**src/rtl/jesl_pkg.sv**
```systemverilog
// Shared types, constants and helpers for the JPEG Exif segment locator.
package jesl_pkg;

	localparam int OFFSET_BITS = 32;
	localparam int CMP_W = ((OFFSET_BITS > 32) ? OFFSET_BITS : 32) + 1;

	typedef logic [OFFSET_BITS-1:0] ofs_t;
	typedef logic [CMP_W-1:0] cmp_t;

	localparam logic [1:0] ACT_NOT_JPEG = 2'd0;
	localparam logic [1:0] ACT_INSERT   = 2'd1;
	localparam logic [1:0] ACT_REPLACE  = 2'd2;

	localparam logic [7:0] MK_FILL = 8'hFF;
	localparam logic [7:0] MK_SOI  = 8'hD8;
	localparam logic [7:0] MK_SOS  = 8'hDA;
	localparam logic [7:0] MK_EOI  = 8'hD9;
	localparam logic [7:0] MK_TEM  = 8'h01;
	localparam logic [7:0] MK_RST0 = 8'hD0;
	localparam logic [7:0] MK_RST7 = 8'hD7;
	localparam logic [7:0] MK_APP1 = 8'hE1;
	localparam logic [7:0] MK_APP0 = 8'hE0;

	localparam logic [2:0] TAG_LEN = 3'd6;

	typedef struct packed {
		logic [1:0]  action;
		logic [31:0] start_offset;
		logic [31:0] end_offset;
	} verdict_t;

	// Expected payload prefix of an Exif APP1 segment.
	function automatic logic [7:0] exif_tag(input logic [2:0] idx);
		logic [7:0] v;
		unique case (idx)
			3'd0: v = 8'h45;
			3'd1: v = 8'h78;
			3'd2: v = 8'h69;
			3'd3: v = 8'h66;
			default: v = 8'h00;
		endcase
		return v;
	endfunction

	function automatic cmp_t ext_ofs(input ofs_t v);
		return cmp_t'(v);
	endfunction

	function automatic cmp_t ext_len(input logic [31:0] v);
		return cmp_t'(v);
	endfunction

	function automatic logic [31:0] ofs_out(input ofs_t v);
		logic [63:0] w;
		w = 64'(v);
		return w[31:0];
	endfunction

endpackage

```
**src/rtl/jesl_parser.sv**
```systemverilog
// Marker segment walker: per-byte state update and verdict.
module jesl_parser (
	input  logic                clk,
	input  logic                arst_n,
	input  logic                step,
	input  logic [7:0]          data_byte,
	input  logic                last_byte,
	input  logic [31:0]         file_length,
	output jesl_pkg::verdict_t  verdict
);

	localparam logic [3:0] PH_SOI0   = 4'd0;
	localparam logic [3:0] PH_SOI1   = 4'd1;
	localparam logic [3:0] PH_TOP    = 4'd2;
	localparam logic [3:0] PH_FILL   = 4'd3;
	localparam logic [3:0] PH_LENHI  = 4'd4;
	localparam logic [3:0] PH_LENLO  = 4'd5;
	localparam logic [3:0] PH_PREFIX = 4'd6;
	localparam logic [3:0] PH_SKIP   = 4'd7;
	localparam logic [3:0] PH_HOLD   = 4'd8;

	jesl_pkg::ofs_t byte_offset_q, seg_start_q, seg_end_q, insert_q;
	logic [3:0]     phase_q;
	logic [7:0]     marker_q, len_hi_q;
	logic [2:0]     prefix_q;
	logic [1:0]     act_q;
	logic           done_q;

	jesl_pkg::ofs_t n_start, n_end, n_insert, o, nx, pos, pos_end;
	logic [3:0]     n_phase;
	logic [7:0]     n_marker, n_len_hi;
	logic [2:0]     n_prefix;
	logic [1:0]     n_act, fin_act;
	logic           n_done;
	logic [15:0]    seg_len;
	jesl_pkg::cmp_t fl;

	assign o       = byte_offset_q;
	assign nx      = o + jesl_pkg::ofs_t'(1);
	assign pos     = o - jesl_pkg::ofs_t'(1);
	assign seg_len = {len_hi_q, data_byte};
	assign pos_end = pos + jesl_pkg::ofs_t'(seg_len);
	assign fl      = jesl_pkg::ext_len(file_length);

	// Fewer than four bytes left at a segment start.
	function automatic logic top_fail(input jesl_pkg::ofs_t p, input jesl_pkg::cmp_t f);
		return (jesl_pkg::ext_ofs(p) + jesl_pkg::cmp_t'(4)) > f;
	endfunction

	always_comb begin
		n_phase  = phase_q;
		n_marker = marker_q;
		n_len_hi = len_hi_q;
		n_start  = seg_start_q;
		n_end    = seg_end_q;
		n_insert = insert_q;
		n_prefix = prefix_q;
		n_act    = act_q;
		n_done   = done_q;
		unique case (phase_q)
			PH_SOI0: begin
				if (data_byte != jesl_pkg::MK_FILL) begin
					n_act = jesl_pkg::ACT_NOT_JPEG; n_done = 1'b1; n_phase = PH_HOLD;
				end else begin
					n_phase = PH_SOI1;
				end
			end
			PH_SOI1: begin
				if (data_byte != jesl_pkg::MK_SOI || file_length < 32'd2) begin
					n_act = jesl_pkg::ACT_NOT_JPEG; n_done = 1'b1; n_phase = PH_HOLD;
				end else begin
					n_insert = jesl_pkg::ofs_t'(2);
					if (top_fail(nx, fl)) begin
						n_act = jesl_pkg::ACT_INSERT; n_done = 1'b1; n_phase = PH_HOLD;
					end else begin
						n_phase = PH_TOP;
					end
				end
			end
			PH_TOP: begin
				if (data_byte != jesl_pkg::MK_FILL || jesl_pkg::ext_ofs(nx) >= fl) begin
					n_act = jesl_pkg::ACT_INSERT; n_done = 1'b1; n_phase = PH_HOLD;
				end else begin
					n_phase = PH_FILL;
				end
			end
			PH_FILL: begin
				if (data_byte == jesl_pkg::MK_FILL) begin
					if (jesl_pkg::ext_ofs(nx) >= fl) begin
						n_act = jesl_pkg::ACT_INSERT; n_done = 1'b1; n_phase = PH_HOLD;
					end
				end else begin
					n_marker = data_byte;
					if (data_byte == jesl_pkg::MK_SOS || data_byte == jesl_pkg::MK_EOI) begin
						n_insert = pos;
						n_act = jesl_pkg::ACT_INSERT; n_done = 1'b1; n_phase = PH_HOLD;
					end else if (data_byte == jesl_pkg::MK_TEM ||
						(data_byte >= jesl_pkg::MK_RST0 && data_byte <= jesl_pkg::MK_RST7)) begin
						n_insert = nx;
						if (top_fail(nx, fl)) begin
							n_act = jesl_pkg::ACT_INSERT; n_done = 1'b1; n_phase = PH_HOLD;
						end else begin
							n_phase = PH_TOP;
						end
					end else if ((jesl_pkg::ext_ofs(nx) + jesl_pkg::cmp_t'(2)) > fl) begin
						n_act = jesl_pkg::ACT_INSERT; n_done = 1'b1; n_phase = PH_HOLD;
					end else begin
						n_phase = PH_LENHI;
					end
				end
			end
			PH_LENHI: begin
				n_len_hi = data_byte;
				n_phase  = PH_LENLO;
			end
			PH_LENLO: begin
				if (seg_len < 16'd2 ||
					(jesl_pkg::ext_ofs(pos) + jesl_pkg::cmp_t'(seg_len)) > fl) begin
					n_act = jesl_pkg::ACT_INSERT; n_done = 1'b1; n_phase = PH_HOLD;
				end else begin
					n_start = pos - jesl_pkg::ofs_t'(2);
					n_end   = pos_end;
					if (marker_q == jesl_pkg::MK_APP1 && seg_len >= 16'd8) begin
						n_prefix = 3'd0;
						n_phase  = PH_PREFIX;
					end else begin
						// Slide the insert point past a leading APP0 segment.
						if (marker_q == jesl_pkg::MK_APP0 && insert_q == n_start)
							n_insert = pos_end;
						if (seg_len == 16'd2) begin
							if (top_fail(pos_end, fl)) begin
								n_act = jesl_pkg::ACT_INSERT; n_done = 1'b1; n_phase = PH_HOLD;
							end else begin
								n_phase = PH_TOP;
							end
						end else begin
							n_phase = PH_SKIP;
						end
					end
				end
			end
			PH_PREFIX, PH_SKIP: begin
				if (phase_q == PH_PREFIX && data_byte == jesl_pkg::exif_tag(prefix_q)) begin
					n_prefix = prefix_q + 3'd1;
					if (n_prefix >= jesl_pkg::TAG_LEN) begin
						n_act = jesl_pkg::ACT_REPLACE; n_done = 1'b1; n_phase = PH_HOLD;
					end
				end else if (nx == seg_end_q) begin
					if (top_fail(nx, fl)) begin
						n_act = jesl_pkg::ACT_INSERT; n_done = 1'b1; n_phase = PH_HOLD;
					end else begin
						n_phase = PH_TOP;
					end
				end else begin
					n_phase = PH_SKIP;
				end
			end
			default: ;
		endcase
	end

	always_comb begin
		if (n_done)
			fin_act = n_act;
		else if (n_phase == PH_SOI0 || n_phase == PH_SOI1)
			fin_act = jesl_pkg::ACT_NOT_JPEG;
		else
			fin_act = jesl_pkg::ACT_INSERT;
		verdict.action = fin_act;
		unique case (fin_act)
			jesl_pkg::ACT_INSERT: begin
				verdict.start_offset = jesl_pkg::ofs_out(n_insert);
				verdict.end_offset   = jesl_pkg::ofs_out(n_insert);
			end
			jesl_pkg::ACT_REPLACE: begin
				verdict.start_offset = jesl_pkg::ofs_out(n_start);
				verdict.end_offset   = jesl_pkg::ofs_out(n_end);
			end
			default: begin
				verdict.start_offset = 32'd0;
				verdict.end_offset   = 32'd0;
			end
		endcase
	end

	always_ff @(posedge clk or negedge arst_n) begin
		if (!arst_n) begin
			byte_offset_q <= '0;
			phase_q       <= PH_SOI0;
			marker_q      <= '0;
			len_hi_q      <= '0;
			seg_start_q   <= '0;
			seg_end_q     <= '0;
			insert_q      <= jesl_pkg::ofs_t'(2);
			prefix_q      <= '0;
			act_q         <= '0;
			done_q        <= 1'b0;
		end else if (step) begin
			if (last_byte) begin
				byte_offset_q <= '0;
				phase_q       <= PH_SOI0;
				marker_q      <= '0;
				len_hi_q      <= '0;
				seg_start_q   <= '0;
				seg_end_q     <= '0;
				insert_q      <= jesl_pkg::ofs_t'(2);
				prefix_q      <= '0;
				act_q         <= '0;
				done_q        <= 1'b0;
			end else begin
				byte_offset_q <= nx;
				phase_q       <= n_phase;
				marker_q      <= n_marker;
				len_hi_q      <= n_len_hi;
				seg_start_q   <= n_start;
				seg_end_q     <= n_end;
				insert_q      <= n_insert;
				prefix_q      <= n_prefix;
				act_q         <= n_act;
				done_q        <= n_done;
			end
		end
	end

endmodule

```
**src/rtl/jpeg_exif_segment_locator.sv**
```systemverilog
// Top level of the JPEG Exif segment locator: stream ports, input and result registers.
// The last byte moves from the input register to the walker; the result register drives m_tvalid.
// Throughput: one byte per cycle; the only stall is a last byte meeting a full result register.
// Each byte is one pass of compares and a 33-bit add, so the walk never holds the stream.
// Reset (arst_n low, asynchronous): walker back to start-of-image, file_length to 0,
// both stream registers empty.
module jpeg_exif_segment_locator (
	input  logic        clk,
	input  logic        arst_n,
	input  logic        cfg_wr_en,
	input  logic [31:0] cfg_wr_data,    // file_length
	input  logic        s_tvalid,
	output logic        s_tready,
	input  logic [7:0]  s_tdata,        // [7:0] data_byte
	input  logic        s_tlast,        // last_byte
	output logic        m_tvalid,
	input  logic        m_tready,
	output logic [1:0]  m_tuser,        // [1:0] action
	output logic [63:0] m_tdata         // [31:0] start_offset, [63:32] end_offset
);

	logic               s1_valid_q;
	logic [7:0]         data_s1;
	logic               last_s1;
	logic               advance;
	logic [31:0]        file_length_q;
	logic               out_valid_q;
	jesl_pkg::verdict_t verdict;
	jesl_pkg::verdict_t result_q;

	// Hold the file size for bound checks; user only changes it between files (unenforced).
	always_ff @(posedge clk or negedge arst_n) begin
		if (!arst_n) begin
			file_length_q <= '0;
		end else if (cfg_wr_en) begin
			file_length_q <= cfg_wr_data;
		end
	end

	// Advance the registered byte into the walker unless it is the last byte of a
	// file and the previous verdict is still waiting on the output side.
	assign advance  = s1_valid_q && (!last_s1 || !out_valid_q || m_tready);
	assign s_tready = !s1_valid_q || advance;

	always_ff @(posedge clk or negedge arst_n) begin
		if (!arst_n) begin
			s1_valid_q <= 1'b0;
		end else if (s_tvalid && s_tready) begin
			s1_valid_q <= 1'b1;
		end else if (advance) begin
			s1_valid_q <= 1'b0;
		end
	end

	// Input payload register: no reset needed, qualified by s1_valid_q.
	always_ff @(posedge clk) begin
		if (s_tvalid && s_tready) begin
			data_s1 <= s_tdata;
			last_s1 <= s_tlast;
		end
	end

	jesl_parser u_parser (
		.clk         (clk),
		.arst_n      (arst_n),
		.step        (advance),
		.data_byte   (data_s1),
		.last_byte   (last_s1),
		.file_length (file_length_q),
		.verdict     (verdict)
	);

	// Result register: load the verdict on the last byte, drop it once taken.
	always_ff @(posedge clk or negedge arst_n) begin
		if (!arst_n) begin
			out_valid_q <= 1'b0;
		end else if (advance && last_s1) begin
			out_valid_q <= 1'b1;
		end else if (m_tready) begin
			out_valid_q <= 1'b0;
		end
	end

	always_ff @(posedge clk) begin
		if (advance && last_s1) begin
			result_q <= verdict;
		end
	end

	assign m_tvalid = out_valid_q;
	assign m_tuser  = result_q.action;
	assign m_tdata  = {result_q.end_offset, result_q.start_offset};

endmodule

```
**config.mk**
```make
export PLATFORM = sky130hd
export DESIGN_NAME = jpeg_exif_segment_locator
export DESIGN_NICKNAME = d
export VERILOG_FILES = /design/src/rtl/jesl_pkg.sv /design/src/rtl/jesl_parser.sv /design/src/rtl/jpeg_exif_segment_locator.sv
export SDC_FILE = /design/constraint.sdc
export NUM_CORES = 1
export LEC_CHECK = 0
export ABC_AREA = 1
export BUFFER_PORTS_ARGS = -buffer_cell sky130_fd_sc_hd__buf_2
export CAP_MARGIN = 20
export CORE_MARGIN = 10
export CORE_UTILIZATION = 35
export DETAILED_ROUTE_END_ITERATION = 8
export PLACE_DENSITY = 0.6
export SYNTH_ARGS = -nofsm -noshare
export SYNTH_HDL_FRONTEND = slang
export SYNTH_SLANG_ARGS = --single-unit
```
**constraint.sdc**
```tcl
create_clock -name clk -period 8.2 [get_ports clk]
set_input_delay 1.23 -clock clk [delete_from_list [all_inputs] [get_ports clk]]
set_output_delay 1.23 -clock clk [all_outputs]
set_load 0.03 [all_outputs]
```
Word-level counts from Yosys, hierarchy flattened

Cells that the tools add are included.

Mux-type cells: 89
Add/sub/neg operators: 9
$lt $le $gt $ge: 11
Reductions and logical operators: 31
Equal/unequal tests: 29

Operators by type and width:

| operator                                             | count |
|---|---|
| two-way mux 32 bit                                   | 15 |
| greater-than comparator 33 x 32 -> 1 bit             | 4 |
| case mux 64 bit (2 select lines)                     | 1 |
| case mux 32 bit (3 select lines)                     | 1 |
| two-way mux 4 bit                                    | 17 |
| adder 32 x 3 -> 33 bit, second input constant        | 2 |
| == test 32 bit                                       | 2 |
| two-way mux 8 bit                                    | 6 |
| == test 8 bit, second input constant                 | 5 |
| two-way mux 2 bit                                    | 18 |
| adder 32 x 16 -> 33 bit                              | 1 |
| adder 32 x 2 -> 33 bit, second input constant        | 1 |
| adder 32 x 1 -> 32 bit, second input constant        | 1 |
| adder 32 x 16 -> 32 bit                              | 1 |
| >= comparator 32 bit                                 | 1 |
| < comparator 32 x 2 -> 1 bit, second input constant  | 1 |
| subtractor 32 x 1 -> 32 bit, second input constant   | 1 |
| subtractor 32 x 2 -> 32 bit, second input constant   | 1 |
| case mux 4 bit (7 select lines)                      | 1 |
| case mux 7 bit (4 select lines)                      | 1 |
| two-way mux 1 bit                                    | 22 |
| == test 16 x 2 -> 1 bit, second input constant       | 1 |
| == test 4 x 3 -> 1 bit, second input constant        | 4 |
| >= comparator 16 x 4 -> 1 bit, second input constant | 1 |
| other kinds (32)                                     | 60 |

Bits of input ports: 46
Logic and storage cells: 187
Output and inout bits: 68
Register bits: 263

Logic depth before layout (Yosys ltp)

Gate-level depths: netlist of run 1.

Word-level depth: 15
Depth in mapped cells: 52
Gate-level depth less buffers: 48

Modules after synthesis

Synthesis of run 1 repeated with hierarchy kept, for this count alone.

Cells, all modules: 3786
Area, all modules: 25261.7 um^2

Modules (own cells, without submodules):

| module                    | cells each | seq. area each (um^2) | times used | area each (um^2) |
|---|---|---|---|---|
| jesl_parser               | 3562       | 3854.9                | 1          | 21494.4 |
| jpeg_exif_segment_locator | 224        | 3103.0                | 1          | 3767.4 |

Worst setup path after synthesis of run 1

OpenSTA, ideal clock, no wires.

Path type: reg-to-reg
Start point: register u_parser.byte_offset_q[0]
End point: register result_q (netlist bit m_tdata[0]), data pin
Clock period less this slack: 6.766 ns
Buffers on the path: 4
Data required time: 7.932 ns
Setup slack: 1.434 ns
Cell stages (with the launch flop): 47
Library setup time: 0.268 ns
Arrival: 6.498 ns
Path through: dfrtp_1 inv_2 buf_6 ha_1 inv_1 clkbuf_1 ha_1 nand2_1 nand2_1 and2_1 nand4_1 nand2_1 a21oi_1 xor2_1 inv_1 nor2_1 nand4_1 nor2_1 [... 11 more ...] nand2_1 nand2_1 nand2_1 nand2_1 nand2_1 nand2_1 nand2_1 nand2_1 nand2_2 nand2_2 nand2_4 inv_2 nand2_1 nand2_1 ha_1 buf_4 dlygate4sd3_1 a21oi_1

RTL lines:

| item                     | RTL line                        | RTL |
|---|---|---|
| start: declaration       | jesl_parser.sv:22               | `jesl_pkg::ofs_t byte_offset_q, seg_start_q, seg_end_q, insert_q;` |
| start signal: assignment | jesl_parser.sv:211              | `byte_offset_q <= nx;` |
| end signal: assignment   | jpeg_exif_segment_locator.sv:86 | `result_q <= verdict;` |
| end: declaration         | jpeg_exif_segment_locator.sv:29 | `jesl_pkg::verdict_t result_q;` |

==> flow_summary.json, run 1 <==
{
  "synth_nets": 3971,
  "rows": 98,
  "nFillCells": 7794,
  "hpwl_um": 89900,
  "yosys_warnings": 0,
  "path_common_cell": "nand2_1",
  "grt_max_degree": 108,
  "critical_path_peak_fanout": 107,
  "drc": 0,
  "cts_buffer_depth": 3,
  "die_width_um": 290,
  "end_kind": "flip-flop",
  "synthArstFlopShare_pct": 71.5,
  "layout_setup_ws_ns": 0.378,
  "clkTransAtPathRegs_ns": 0.06,
  "leakage_uw": 0.0138,
  "ant_nets": 0,
  "vias": 26700,
  "io_buffer_count": 113,
  "critPathKind": "reg -> reg",
  "wl_met3_um": 8100,
  "status": "completed",
  "worst_pin_slew_ns": 1.24,
  "dp.cells": 4761,
  "initial_core_util_pct": 35.5,
  "fin_nets": 4086,
  "clock-sinks": 263,
  "synthCells": 3735,
  "finalWirelength_um": 112000,
  "cp-start-kind": "flip-flop",
  "cpPeakStageDelay_ns": 0.58,
  "finalCriticalPeriod_ns": 7.82,
  "htree_levels": 2,
  "cp.arrival_ns": 8.11,
  "die_h_um": 290,
  "overflow": 0,
  "max_clock_freq_ghz": 0.128,
  "ys_seq_area_share_pct": 27.3,
  "cts_tree": "built",
  "drv_slew": 0,
  "power.density_mw_per_mm2": 307,
  "first_pass_iters": 6,
  "synth_edf_count": 75,
  "grt_pass1_wl_um": 166000,
  "route.met2.wl_um": 50700,
  "antenna_found_initial": 4,
  "critPathRequiredTime_ns": 8.49,
  "hold_buffers": 0,
  "area_delta_synth_final_pct": 11.3,
  "pin_count": 114,
  "hold_violations": 0,
  "grt_usage_pct": 25.6,
  "syn-cell-area_mm2": 0.0255,
  "gp_congestion": 1.02,
  "highest_layer": "met5",
  "wl_per_cell_um": 23.3,
  "rsz0062_at_grt": "no",
  "fin_crit_sh_pct": 95.4,
  "core_area_mm2": 0.0719,
  "grt_pass1_vias": 25400,
  "layout_commonest_cell": "nand2_1",
  "max-slew-margin-rel_pct": 16.9,
  "setup-violations-final": 0,
  "synthFlopType": "dfrtp_1",
  "dieArea_mm2": 0.0840,
  "ys_ff_latch": 263,
  "avgSynthCellArea_um2": 6.82,
  "hold_depth": 2,
  "clk_latency_ns": 0.57,
  "maxCapViolCount": 0,
  "regToRegSetupSlack_ns": 0.38,
  "layout-drive-gt1-share_pct": 12.3,
  "power.total_uw": 8700,
  "viasPerCell": 5.54,
  "antennaDiodeCount": 0,
  "r2r_cells": 35,
  "slowest_stage": "xor2_1",
  "final_cell_mix": "nand2_1 (990), inv_1 (460), nand3_1 (306)",
  "ctsRootBufferMaster": "clkbuf_16",
  "finalNonFillerCells": 4827,
  "hp-class": "reg -> reg",
  "drt-met1-wl_um": 47700,
  "ys_types": 64,
  "ir_drop_v": 0.000198,
  "drtIter0Drc": 2933,
  "dpl_worst_slack_ns": 0.303,
  "cts_buffers": 36,
  "tns_ns": 0,
  "clock-skew-final_ns": 0.0313,
  "postLayoutCoreUtil_pct": 39.5
}
[cell type report]
type                       count  area (um2)  share of cell area [%]
sequential                   263        6960                    24.5
clock buffer                  49         960                    3.38
multi-input combinational   2860       16000                    56.4
inverter                     495        1860                    6.55
tap                          950        1190                    4.19
clock inverter                16         145                   0.512
timing repair buffer         194        1260                    4.43
[power breakdown]
part           leakage (uW)  internal, uW  switching (uW)  total (uW)
sequential          0.00325          1570             168        1740
combinational        0.0101          1610            3840        5450
clock              0.000519           836             674        1510
[Yosys cell counts, drive strengths merged, types with 5 or more instances]
| cell type | n | share of area, % |
|---|---|---|
| nor3 | 51 | 1.2 |
| nand3 | 347 | 7.8 |
| inv | 484 | 7.1 |
| nand4 | 81 | 2.0 |
| clkbuf | 60 | 0.88 |
| xnor2 | 5 | 0.17 |
| o21bai | 36 | 1.5 |
| nor2 | 363 | 6.5 |
| nor4 | 28 | 0.69 |
| o221ai | 5 | 0.17 |
| a211oi | 7 | 0.21 |
| edfxtp | 75 | 8.8 |
| buf | 40 | 1.4 |
| dfrtp | 187 | 18 |
| a221oi | 25 | 0.86 |
| o21ai | 264 | 5.2 |
| ha | 189 | 9.3 |
| a21oi | 173 | 3.4 |
| o22ai | 87 | 2.1 |
| xor2 | 114 | 4.0 |
| clkinv | 11 | 0.16 |
| nor3b | 6 | 0.18 |
| dlygate4sd3 | 16 | 0.63 |
| nand2 | 1041 | 16 |
[cell families (layout without fill, tap and decap cells)]
group / after synthesis / count (layout) / share of synthesized area [%]
mux: 1 / 1 / 0.0442
xor+xnor: 119 / 119 / 4.18
simple gates: 1927 / 1927 / 34.6
fa+ha+maj: 190 / 190 / 9.36
flops: 263 / 263 / 27.3
compound gates: 623 / 623 / 14.3
buf+inv: 612 / 754 / 10.2
[state kept, by name, indices dropped and copies added (netlist names)]
| signal | count |
|---|---|
| data_s1 | 8 |
| file_length_q | 32 |
| last_s1 | 1 |
| m_tdata | 64 |
| m_tuser | 2 |
| m_tvalid | 1 |
| s1_valid_q | 1 |
| u_parser.act_q | 2 |
| u_parser.byte_offset_q | 32 |
| u_parser.done_q | 1 |
| u_parser.insert_q | 32 |
| u_parser.len_hi_q | 8 |
| u_parser.marker_q | 8 |
| u_parser.phase_q | 4 |
| u_parser.prefix_q | 3 |
| u_parser.seg_end_q | 32 |
| u_parser.seg_start_q | 32 |
[repair_timing]
| item | CTS | global route |
|---|---|---|
| resized for setup | 0 | 7 |
| buffers inserted | 0 | 0 |
| setup endpoints to repair | 0 | 115 |
[stage by stage]
| step | area (um2) | hold slack [ns] |
|---|---|---|
| 2_1_floorplan | 25500 | 0.448 |
| 3_3_place_gp | 27200 | 0.461 |
| 3_5_place_dp | 27200 | 0.468 |
| 4_1_cts | 28300 | 0.482 |
| 5_1_grt | 28400 | 0.495 |
| 6_report | 28400 | 0.479 |
[worst paths after layout]
check | startpoint | to
max | u_parser.byte_offset_q[1] | m_tdata[42]
min | u_parser.marker_q[7] | u_parser.marker_q[7]
max reg2reg | u_parser.byte_offset_q[1] | m_tdata[42]
min reg2reg | u_parser.marker_q[7] | u_parser.marker_q[7]
max in group asynchronous | arst_n | u_parser.insert_q[4]
min in group asynchronous | arst_n | file_length_q[21]
[layer usage]
layer	up-vias	global-route usage, %
met5	-	0
met4	2	11.9
met3	225	4.10
met2	1084	40.9
met1	12800	33.2
li1	12700	-
[critical path: cells and delay by family (launching register included)]
family,cells,cell delay (ns)
AO/OA/AOI/OAI,7,1.60
XOR/XNOR,1,0.58
buffers and inverters,7,1.23
flip-flops,1,0.50
adder cells (fa/ha/maj),3,0.94
AND/OR/NAND/NOR,17,2.61
No activity file was read; power rests on OpenSTA's default activity.
==> run 2: changes to the inputs <==
Settings changed: SKIP_LAST_GASP from default to 1.
Clock period 8.2 ns to 10.1 ns, I/O delays scaled along.
==> run 2 against run 1 <==
Wire length down 1.1%. Sequential share of layout area up 0.26 points. Worst setup slack better by 0.60 ns. First-iteration DRC count up 11%. Clock power down 7%. Core utilization down 0.42 points. Sequential power down 19%. Clock skew up 0.013 ns. Worst hold slack worse by 0.00062 ns. Largest power group unchanged.
==> flow_summary.json, run 2 (synthesized netlist as in run 1, its figures left out) <==
{
  "dieArea_mm2": 0.0840,
  "path_common_cell": "nand2_1",
  "initial_core_util_pct": 35.5,
  "viasPerCell": 5.60,
  "whs_endpoint": "u_parser.marker_q[5]",
  "core_area_mm2": 0.0719,
  "cts-resized-gates": 0,
  "htree_levels": 2,
  "multiInputGateArea_mm2": 0.0160,
  "leakage_uw": 0.0137,
  "hold_violations": 0,
  "max-slew-margin-rel_pct": 22.2,
  "cts_setup_buffers": 0,
  "end_kind": "flip-flop",
  "met1_usage_pct": 32.6,
  "grt_pass1_vias": 25300,
  "critical_path_peak_fanout": 45,
  "first_pass_iters": 6,
  "hpwl_um": 87700,
  "hp-class": "reg -> reg",
  "vias": 26800,
  "rows": 98,
  "slowest_stage": "buf_4",
  "cp.arrival_ns": 9.52,
  "status": "completed",
  "antenna_found_initial": 0,
  "drc": 0,
  "cts_tree": "built",
  "pin_count": 114,
  "ctsRootBufferMaster": "clkbuf_16",
  "layout_commonest_cell": "nand2_1",
  "die_width_um": 290,
  "hold_buffers": 0,
  "critPathRequiredTime_ns": 10.50,
  "overflow": 0,
  "io_buffer_count": 113,
  "reg2reg_from": "u_parser.byte_offset_q[0]",
  "grt_usage_pct": 25.2,
  "finalWirelength_um": 111000,
  "power.density_mw_per_mm2": 249,
  "critPathKind": "reg -> reg",
  "met3_usage_pct": 5.24,
  "maxCapViolCount": 0,
  "max_clock_freq_ghz": 0.110,
  "nFillCells": 7855,
  "final_cell_mix": "nand2_1 (990), inv_1 (460), nand3_1 (306), nor2_1 (306), o21ai_0 (221)",
  "wl_per_cell_um": 23.2,
  "clock-skew-final_ns": 0.0439,
  "layout-drive-gt1-share_pct": 11.1,
  "hold_depth": 2,
  "seq_area_mm2": 0.00696,
  "cpPeakStageDelay_ns": 0.50,
  "finalCriticalPeriod_ns": 9.12,
  "clk_latency_ns": 0.59,
  "largest_reg_flops": 64,
  "clock-sinks": 263,
  "drv_slew": 0,
  "drtIter0Drc": 3250,
  "clkTransAtPathRegs_ns": 0.06,
  "die_h_um": 290,
  "worst_pin_slew_ns": 1.17,
  "grt_pass1_wl_um": 164000,
  "cp-start-kind": "flip-flop",
  "area_delta_synth_final_pct": 10.1,
  "tns_ns": 0,
  "setup-violations-final": 0,
  "rsz0062_at_grt": "no",
  "r2r-end": "m_tdata[44]",
  "grt_util_met2_pct": 39.5,
  "cts_buffer_depth": 3,
  "antennaDiodeCount": 0,
  "r2r_cells": 44,
  "gp_congestion": 1.03,
  "power.total_uw": 6990,
  "hold_path_startpoint": "u_parser.marker_q[5]",
  "grt_max_degree": 136,
  "busiest_layer": "met2",
  "ant_nets": 0,
  "regToRegSetupSlack_ns": 0.98,
  "fin_crit_sh_pct": 90.3,
  "cts_buffers": 36,
  "ir_drop_v": 0.000242,
  "fin_nets": 4036
}
==> run 2: how the worst max path moves through the flow <==
stage	from	end	slack (ns)	depth (start not counted)
after floorplan	u_parser.byte_offset_q[0]	m_tdata[0]	3.33	46
after global placement	u_parser.byte_offset_q[0]	m_tdata[63]	1.38	44
after detailed placement	u_parser.byte_offset_q[0]	m_tdata[62]	1.28	44
after CTS	u_parser.byte_offset_q[0]	m_tdata[44]	1.28	44
after global routing	u_parser.byte_offset_q[0]	m_tdata[24]	0.47	44
final	u_parser.byte_offset_q[0]	m_tdata[44]	0.98	44
==> run 2: power by group <==
group / switching (uW) / leakage (uW) / internal (uW)
clock network: 560 / 0.000610 / 838
registers: 134 / 0.00325 / 1270
logic: 3040 / 0.00981 / 1150
==> run 2: stage by stage <==
stage	util, %	std cells	worst slack, ns	hold slack (ns)	instance area [um2]
after floorplan	-	3735	3.33	0.448	25500
after global placement	37.3	4711	1.38	0.461	26800
after detailed placement	37.3	4711	1.28	0.469	26800
after CTS	39.0	4777	1.28	0.480	28000
after global routing	39.0	4778	0.470	0.502	28100
final	39.0	4778	0.982	0.479	28100
==> run 2: routing by layer <==
metal	up-vias	share of wire [%]
li1	12600	-
met1	12700	42
met2	1285	44
met3	248	8.8
met4	0	5.5
met5	-	0
==> run 2: layout make-up <==
type / instances / share of cell area [%]
clock buffer: 43 / 3.41
clock inverter: 23 / 1.08
inverter: 495 / 6.62
multi-input combinational: 2860 / 56.9
sequential: 263 / 24.8
tap: 950 / 4.24
timing repair buffer: 144 / 2.97
==> run 2: worst max-delay path: cells and delay by family (launching register included) <==
kind            cells  cell delay (ns)
compound gates      5             1.18
xor+xnor            2             0.63
fa+ha+maj           4             1.50
buf+inv             5             1.30
flops               1             0.47
simple gates       28             3.83
